File: src/rtl/aoa_pkg.sv
// ----------------------------------------------------------------------------
// aoa_pkg
// shared types and constants of the oversampling averager: item formats,
// field widths, command codes and the controller-to-datapath command bundle
// ----------------------------------------------------------------------------
package aoa_pkg;

    localparam int CMD_W      = 1;
    localparam int CH_W       = 3;
    localparam int RAW_W      = 16;
    localparam int AVG_W      = 13;
    localparam int CNT_W      = 5;
    localparam int SUM_W      = 18;
    localparam int WORD_SHIFT = 3;

    localparam logic [CMD_W-1:0] CMD_SAMPLE = 1'b0;
    localparam logic [CMD_W-1:0] CMD_READ   = 1'b1;

    localparam logic [CNT_W-1:0] LIMIT_RESET = 5'd17;

    typedef struct packed {
        logic [CMD_W-1:0] cmd;
        logic [CH_W-1:0]  channel;
        logic [RAW_W-1:0] raw_word;
    } in_item_t;

    typedef struct packed {
        logic [AVG_W-1:0] average;
        logic [CNT_W-1:0] samples_used;
    } out_item_t;

    typedef struct packed {
        logic sample_en;
        logic read_en;
        logic div_step;
        logic load_out;
    } ctrl_cmd_t;

endpackage

File: src/rtl/aoa_divider.sv
// ----------------------------------------------------------------------------
// aoa_divider
// restoring bit-serial divider: channel sum over sample count, one quotient
// bit per step, SUM_W steps per division
// ----------------------------------------------------------------------------
module aoa_divider
(
    input  logic                       clk,
    input  logic                       start,
    input  logic                       step,
    input  logic [aoa_pkg::SUM_W-1:0]  dividend,
    input  logic [aoa_pkg::CNT_W-1:0]  divisor,
    output logic [aoa_pkg::SUM_W-1:0]  quotient
);

    logic [aoa_pkg::SUM_W-1:0] quot_reg;
    logic [aoa_pkg::SUM_W-1:0] quot_next;
    logic [aoa_pkg::CNT_W-1:0] rem_reg;
    logic [aoa_pkg::CNT_W-1:0] rem_next;
    logic [aoa_pkg::CNT_W-1:0] div_reg;
    logic [aoa_pkg::CNT_W:0]   partial;
    logic [aoa_pkg::CNT_W:0]   trial;
    logic                      fits;

    always_comb
    begin
        partial   = {rem_reg, quot_reg[aoa_pkg::SUM_W-1]};
        trial     = partial - {1'b0, div_reg};
        fits      = (partial >= {1'b0, div_reg});
        quot_next = {quot_reg[aoa_pkg::SUM_W-2:0], fits};
        rem_next  = fits ? trial[aoa_pkg::CNT_W-1:0] : partial[aoa_pkg::CNT_W-1:0];
    end

    always_ff @(posedge clk)
    begin
        if (start)
        begin
            quot_reg <= dividend;
            rem_reg  <= '0;
            div_reg  <= divisor;
        end
        else if (step)
        begin
            quot_reg <= quot_next;
            rem_reg  <= rem_next;
        end
    end

    assign quotient = quot_reg;

endmodule

File: src/rtl/aoa_datapath.sv
// ----------------------------------------------------------------------------
// aoa_datapath
// per-channel sum and count store, sample limit register, divider and the
// output register
// ----------------------------------------------------------------------------
module aoa_datapath
#(
    parameter int CHANNELS = 8
)
(
    input  logic                       clk,
    input  logic                       rst_n,
    input  aoa_pkg::ctrl_cmd_t         ctrl,
    input  aoa_pkg::in_item_t          in_item,
    input  logic                       cfg_wr_en,
    input  logic [aoa_pkg::CNT_W-1:0]  cfg_wr_data,
    output aoa_pkg::out_item_t         out_item
);

    localparam int IDX_W = (CHANNELS > 1) ? $clog2(CHANNELS) : 1;
    localparam int CMP_W = aoa_pkg::CH_W + 2;

    logic [aoa_pkg::SUM_W-1:0] sums_reg   [CHANNELS];
    logic [aoa_pkg::CNT_W-1:0] counts_reg [CHANNELS];
    logic [aoa_pkg::CNT_W-1:0] limit_reg;
    logic [aoa_pkg::CNT_W-1:0] read_cnt_reg;
    aoa_pkg::out_item_t        out_item_reg;

    logic                      ch_ok;
    logic [IDX_W-1:0]          idx;
    logic [aoa_pkg::SUM_W-1:0] cur_sum;
    logic [aoa_pkg::CNT_W-1:0] cur_cnt;
    logic [aoa_pkg::SUM_W-1:0] base_sum;
    logic [aoa_pkg::CNT_W-1:0] base_cnt;
    logic [aoa_pkg::SUM_W-1:0] sum_next;
    logic [aoa_pkg::CNT_W-1:0] cnt_next;
    logic [aoa_pkg::SUM_W-1:0] div_dividend;
    logic [aoa_pkg::CNT_W-1:0] div_divisor;
    logic [aoa_pkg::SUM_W-1:0] quotient;

    always_comb
    begin
        ch_ok    = (CMP_W'(in_item.channel) < CMP_W'(CHANNELS));
        idx      = ch_ok ? IDX_W'(in_item.channel) : '0;
        cur_sum  = sums_reg[idx];
        cur_cnt  = counts_reg[idx];
        // restart the channel once the limit is reached
        base_sum = (cur_cnt >= limit_reg) ? '0 : cur_sum;
        base_cnt = (cur_cnt >= limit_reg) ? '0 : cur_cnt;
        sum_next = base_sum
                 + aoa_pkg::SUM_W'(in_item.raw_word >> aoa_pkg::WORD_SHIFT);
        cnt_next = base_cnt + aoa_pkg::CNT_W'(1);
        div_dividend = ch_ok ? cur_sum : '0;
        div_divisor  = ch_ok ? cur_cnt : '0;
    end

    always_ff @(posedge clk or negedge rst_n)
    begin
        if (!rst_n)
        begin
            for (int i = 0; i < CHANNELS; i++)
            begin
                sums_reg[i]   <= '0;
                counts_reg[i] <= '0;
            end
            limit_reg <= aoa_pkg::LIMIT_RESET;
        end
        else
        begin
            if (cfg_wr_en)
            begin
                limit_reg <= cfg_wr_data;
            end
            if (ctrl.sample_en && ch_ok)
            begin
                sums_reg[idx]   <= sum_next;
                counts_reg[idx] <= cnt_next;
            end
            else if (ctrl.read_en && ch_ok)
            begin
                sums_reg[idx]   <= '0;
                counts_reg[idx] <= '0;
            end
        end
    end

    aoa_divider u_divider
    (
        .clk      (clk),
        .start    (ctrl.read_en),
        .step     (ctrl.div_step),
        .dividend (div_dividend),
        .divisor  (div_divisor),
        .quotient (quotient)
    );

    always_ff @(posedge clk)
    begin
        if (ctrl.read_en)
        begin
            read_cnt_reg <= div_divisor;
        end
        if (ctrl.load_out)
        begin
            out_item_reg.average      <= (read_cnt_reg == '0) ? '0
                                       : quotient[aoa_pkg::AVG_W-1:0];
            out_item_reg.samples_used <= read_cnt_reg;
        end
    end

    assign out_item = out_item_reg;

endmodule

File: src/rtl/aoa_ctrl.sv
// ----------------------------------------------------------------------------
// aoa_ctrl
// controller: takes transactions, sequences the divider steps on reads and
// hands finished results to the output register
// ----------------------------------------------------------------------------
module aoa_ctrl
(
    input  logic                       clk,
    input  logic                       rst_n,
    input  logic                       in_valid,
    input  logic [aoa_pkg::CMD_W-1:0]  in_cmd,
    output logic                       in_ready,
    output logic                       out_valid,
    input  logic                       out_ready,
    output aoa_pkg::ctrl_cmd_t         ctrl
);

    localparam int STEP_W = $clog2(aoa_pkg::SUM_W);
    localparam logic [STEP_W-1:0] LAST_STEP = STEP_W'(aoa_pkg::SUM_W - 1);

    typedef enum logic [1:0] {
        ST_IDLE,
        ST_DIVIDE,
        ST_DELIVER
    } state_t;

    state_t            state_reg;
    logic [STEP_W-1:0] step_reg;
    logic              out_valid_reg;

    always_comb
    begin
        in_ready       = (state_reg == ST_IDLE);
        ctrl.sample_en = in_ready && in_valid && (in_cmd == aoa_pkg::CMD_SAMPLE);
        ctrl.read_en   = in_ready && in_valid && (in_cmd == aoa_pkg::CMD_READ);
        ctrl.div_step  = (state_reg == ST_DIVIDE);
        ctrl.load_out  = (state_reg == ST_DELIVER) && (!out_valid_reg || out_ready);
    end

    always_ff @(posedge clk or negedge rst_n)
    begin
        if (!rst_n)
        begin
            state_reg     <= ST_IDLE;
            step_reg      <= '0;
            out_valid_reg <= 1'b0;
        end
        else
        begin
            if (ctrl.load_out)
            begin
                out_valid_reg <= 1'b1;
            end
            else if (out_valid_reg && out_ready)
            begin
                out_valid_reg <= 1'b0;
            end
            case (state_reg)
                ST_IDLE:
                begin
                    if (ctrl.read_en)
                    begin
                        state_reg <= ST_DIVIDE;
                        step_reg  <= '0;
                    end
                end
                ST_DIVIDE:
                begin
                    step_reg <= step_reg + STEP_W'(1);
                    if (step_reg == LAST_STEP)
                    begin
                        state_reg <= ST_DELIVER;
                    end
                end
                ST_DELIVER:
                begin
                    if (ctrl.load_out)
                    begin
                        state_reg <= ST_IDLE;
                    end
                end
                default:
                begin
                    state_reg <= ST_IDLE;
                end
            endcase
        end
    end

    assign out_valid = out_valid_reg;

endmodule

File: src/rtl/adc_oversample_averager.sv
// ----------------------------------------------------------------------------
// adc_oversample_averager
// multi-channel oversampling averager: sample transactions accumulate the
// converter word shifted right by three per channel; read transactions return
// the truncated average with its sample count and clear the channel
//
// input channel: in_valid / in_ready with in_item (cmd, channel, raw_word)
// output channel: out_valid / out_ready with out_item (average, samples_used)
// config: cfg_wr_en / cfg_wr_data write sample_limit, no wait, no read-back
// a sample transaction produces no result and leaves in_ready high; the next
//   transaction may follow in the very next cycle
// a read transaction runs the bit-serial divider, one quotient bit per cycle,
//   then loads the output register once that is free; out_valid rises and
//   in_ready returns at the same edge
// a finished result waits in the output register; while it waits further
//   transactions are taken, and a second read holds its result and keeps
//   in_ready low until the receiver takes the first
// reset clears every channel's sum and count, sets sample_limit to 17 and
//   drops out_valid
// ----------------------------------------------------------------------------
module adc_oversample_averager
#(
    parameter int CHANNELS = 8
)
(
    input  logic                       clk,
    input  logic                       rst_n,
    input  logic                       in_valid,
    output logic                       in_ready,
    input  aoa_pkg::in_item_t          in_item,
    output logic                       out_valid,
    input  logic                       out_ready,
    output aoa_pkg::out_item_t         out_item,
    input  logic                       cfg_wr_en,
    input  logic [aoa_pkg::CNT_W-1:0]  cfg_wr_data
);

    aoa_pkg::ctrl_cmd_t ctrl;

    aoa_ctrl u_ctrl
    (
        .clk       (clk),
        .rst_n     (rst_n),
        .in_valid  (in_valid),
        .in_cmd    (in_item.cmd),
        .in_ready  (in_ready),
        .out_valid (out_valid),
        .out_ready (out_ready),
        .ctrl      (ctrl)
    );

    aoa_datapath
    #(
        .CHANNELS (CHANNELS)
    )
    u_datapath
    (
        .clk         (clk),
        .rst_n       (rst_n),
        .ctrl        (ctrl),
        .in_item     (in_item),
        .cfg_wr_en   (cfg_wr_en),
        .cfg_wr_data (cfg_wr_data),
        .out_item    (out_item)
    );

endmodule

File: config.mk
export PLATFORM = sky130hd
export DESIGN_NAME = adc_oversample_averager
export DESIGN_NICKNAME = d
export VERILOG_FILES = /design/src/rtl/aoa_pkg.sv /design/src/rtl/aoa_divider.sv /design/src/rtl/aoa_datapath.sv /design/src/rtl/aoa_ctrl.sv /design/src/rtl/adc_oversample_averager.sv
export SDC_FILE = /design/constraint.sdc
export NUM_CORES = 1
export LEC_CHECK = 0
export BUFFER_PORTS_ARGS = -buffer_cell sky130_fd_sc_hd__buf_4
export CAP_MARGIN = 20
export CORE_ASPECT_RATIO = 0.7
export CORE_MARGIN = 2
export CORE_UTILIZATION = 62
export CTS_CLUSTER_DIAMETER = 80
export DETAILED_ROUTE_END_ITERATION = 16
export PLACE_DENSITY = 0.8
export SETUP_SLACK_MARGIN = 0.2
export SYNTH_ARGS = -nofsm -noshare
export SYNTH_HDL_FRONTEND = slang
export SYNTH_SLANG_ARGS = --single-unit
File: constraint.sdc
create_clock -name clk -period 5.4 [get_ports clk]
set_clock_uncertainty 0.15 [all_clocks]
set_input_delay 1.35 -clock clk [delete_from_list [all_inputs] [get_ports clk]]
set_output_delay 1.35 -clock clk [all_outputs]
set_load 0.02 [all_outputs]
==> summary.txt <==
Run status
  • Status: completed

Placement
  • Buffers added on ports: 46
  • Placer congestion estimate: 0.936
  • Dpl ws: -0.293 ns
  • Final HPWL from detailed placement: 23.9 mm

Clock tree
  • Root Buffer: clkbuf_16
  • TritonCTS clock tree: done
  • Longest Clk Path Bufs: 3
  • Hold_buf cts: 0
  • Worst-Skew Late Latency: 0.54 ns
  • Setup bufs post-CTS: 0
  • CTS H-tree depth: 1
  • CTS Buf Count: 25
  • Sink Count: 243
  • Worst-path clk slew: 0.06 ns

STA
  • Endpoints failing hold: 0
  • Post-route setup slack: 0.305 ns
  • Worst Hold Slack: 0.309 ns
  • Fmax: 196 MHz
  • Least-Margin Pin Slew: 1.19 ns
  • Count of final setup violators: 0
  • Min Tclk post-route: 5.10 ns
  • Setup repair after global routing missed its margin: no
  • Slew margin rel.: 0.208
  • Slew Viols, Final: 0
  • Period utilisation layout: 0.944

Setup path
  • Worst path required time: 5.71 ns
  • Worst path most repeated cell: buf_4
  • Crit Path Class: in -> reg
  • Critical Path Fanout Max: 17
  • CP startpoint kind: primary input
  • Crit. End Element: register
  • CP Buf/Inv Count: 4
  • CP Data Arrival Time: 5.41 ns
  • Slowest CP cell: xor2_2
  • Largest stage delay on the critical path: 0.45 ns
  • R2R depth: 17
  • Cells along the critical path: buf_4 -> buf_4 -> and2_1 -> a221oi_1 -> o21ai_1 -> ha_1 -> a21o_1 -> a21oi_2 -> buf_4 -> nand2b_1 -> inv_1 -> ha_1 -> a211oi_1 -> o21a_1 -> a211o_1 -> nand2_1 -> xor2_2 -> a22o_1
  • Crit path depth: 18
  • Worst path top cell family by delay: compound AO/OA/AOI/OAI gates

Yosys
  • Top-area cell type share of the netlist area: 0.412
  • Post-synth top flop: dfrtp_1
  • Area contributors post-synth: dfrtp_1, edfxtp_1, a22o_1, nand2_1, o21ai_0
  • Syn Area/Cell: 10.9 um2
  • Netlist cell types: 77
  • Post-synth ARST share: 0.811
  • FF+latch count, synth: 243
  • Ys Warns: 0
  • Syn Inst Count: 1091
  • Number of flops mapped to enable cells by yosys: 41
  • Area leader, netlist: dfrtp_1
  • Seq/Total Area, Yosys: 0.529
  • Syn nets: 1149
  • Mapped Area: 0.0118 mm2

Drt
  • Total Wirelength: 36.5 mm
  • Antenna-violating nets left: 0
  • Drt wl/cell: 24.7 um
  • Via count: 10000
  • Drt first pass iters: 8
  • DRC viols: 0
  • 1st-iter DRT viols: 1320
  • Vias/cell: 6.79

Cells and area
  • Max reg flops: 144
  • Final net count: 1276
  • Antenna fix cells: 0
  • Area delta synth->final: 19.8%
  • Fillers: 1239
  • Layout cells sized above 1: 0.234

Global routing
  • Global-route congestion overflow total: 0
  • Largest net degree at the start of global routing: 123
  • Vias in the first global route: 9816
  • First-pass GRT wire length: 55.9 mm
  • Total track usage: 0.364
  • Initial antenna violation count: 0

Power
  • Sw Share: 0.337
  • Flop pwr share: 0.415
  • Clk network pwr share: 0.265
  • Logic pwr share: 0.319
  • P per Cell Area: 464 mW/mm2
  • Sw Pwr: 2220 uW
  • Maximum vdd ir drop: 240 uV
  • Internal power: 4360 uW
  • Leak: 0.00650 uW
  • Power Total: 6580 uW

Floorplan
  • Die Width: 169 um
  • Row count: 42
  • I/O Pins: 50
  • Initial core utilization: 0.630
  • DIE AREA: 0.0202 mm2
  • Die Y: 120 um
  • Core area: 0.0188 mm2

Worst hold path
  • Worst min path class: reg -> reg
  • WHS Path Cells: 0

Flow run
  • Max Cap Viol: 0
worst register-to-register path: cells and delay by family (launching register included):
kind            cells  cell delay (ns)
compound gates      7             1.57
simple gates        4             0.54
fa+ha+maj           2             0.53
xor+xnor            1             0.45
mux                 1             0.48
flops               1             0.39
buf+inv             2             0.24
stage by stage:
| step | cell area [um2] | setup TNS (ns) | util | instances |
|---|---|---|---|---|
| floorplan | 12000 | 0 | - | 1091 |
| global placement | 13200 | -6.53 | 0.701 | 1430 |
| detailed placement | 13200 | -13.60 | 0.703 | 1431 |
| CTS | 14100 | 0 | 0.747 | 1477 |
| global route | 14200 | 0 | 0.754 | 1479 |
| finish | 14200 | 0 | 0.754 | 1479 |
worst paths after layout:
| path | from | to | slack, ns |
|---|---|---|---|
| max | in_item[16] | u_datapath.sums_reg[121] | 0.30 |
| min in group asynchronous | rst_n | u_datapath.counts_reg[38] | 0.68 |
| min reg2reg | u_datapath.read_cnt_reg[4] | u_datapath.out_item[4] | 0.31 |
| max reg2reg | u_datapath.counts_reg[6] | u_datapath.sums_reg[121] | 1.00 |
| max in group asynchronous | rst_n | u_ctrl.step_reg[1] | 3.33 |
| min | u_datapath.read_cnt_reg[4] | u_datapath.out_item[4] | 0.31 |
layout by cell type (no fill, tap or decap), types with 14 or more instances in the layout:
cell,n
nor2_1,51
edfxtp_1,41
o21ai_0,93
ha_1,25
mux2_2,19
a22o_1,101
nand2_1,167
a21oi_1,24
dfrtp_1,195
clkbuf_16,25
nor2b_1,20
o21ai_1,14
buf_4,157
a221oi_1,23
mux2i_1,20
mux4_2,14
inv_1,27
o31ai_1,24
power groups by stage:
stage | registers [uW] | clock network, uW | logic (uW)
CTS | 2710 | 1750 | 2020
finish | 2730 | 1750 | 2100
global route | 2780 | 1820 | 2270
detailed placement | 2730 | 0 | 1980
global placement | 2710 | 0 | 1900
floorplan | 2640 | 0 | 1340
area by class of cell:
type                       instances  area (um2)  area share
timing repair buffer             167        1380      0.0971
tap                              242         303      0.0213
sequential                       243        6260       0.441
clock inverter                    13         125     0.00882
clock buffer                      33         696      0.0490
multi-input combinational        752        5320       0.375
inverter                          29         109     0.00767
routing by layer:
metal,part of all wire,GRT usage
met5,0,0
met4,0.047,0.140
met3,0.14,0.105
met2,0.44,0.545
met1,0.38,0.508
cell usage after synthesis (all sizes together), types with 5 or more instances:
library cell	instances
a21o	6
a21oi	30
a221oi	24
a22o	101
a22oi	5
and2	7
and3	7
buf	37
clkbuf	30
dfrtp	195
dfxtp	5
edfxtp	41
ha	26
inv	28
mux2	20
mux2i	22
mux4	14
nand2	167
nand2b	12
nand3	10
nor2	54
nor2b	21
nor3	9
o211ai	6
o21a	5
o21ai	111
o22ai	5
o31ai	26
xnor2	11
xor2	7
logic make-up after synthesis:
kind of cell             share of synthesized area
multiplexers                                0.0648
AND/OR/NAND/NOR                              0.115
AO/OA/AOI/OAI                                0.209
flip-flops                                   0.529
buffers and inverters                       0.0374
XOR/XNOR                                    0.0146
adder cells (fa/ha/maj)                     0.0308
repair_timing:
action,CTS,global route
setup endpoints to repair,8,94
resized for setup,1,16
pin swaps,0,2
Power figures use the tool's default switching activity.
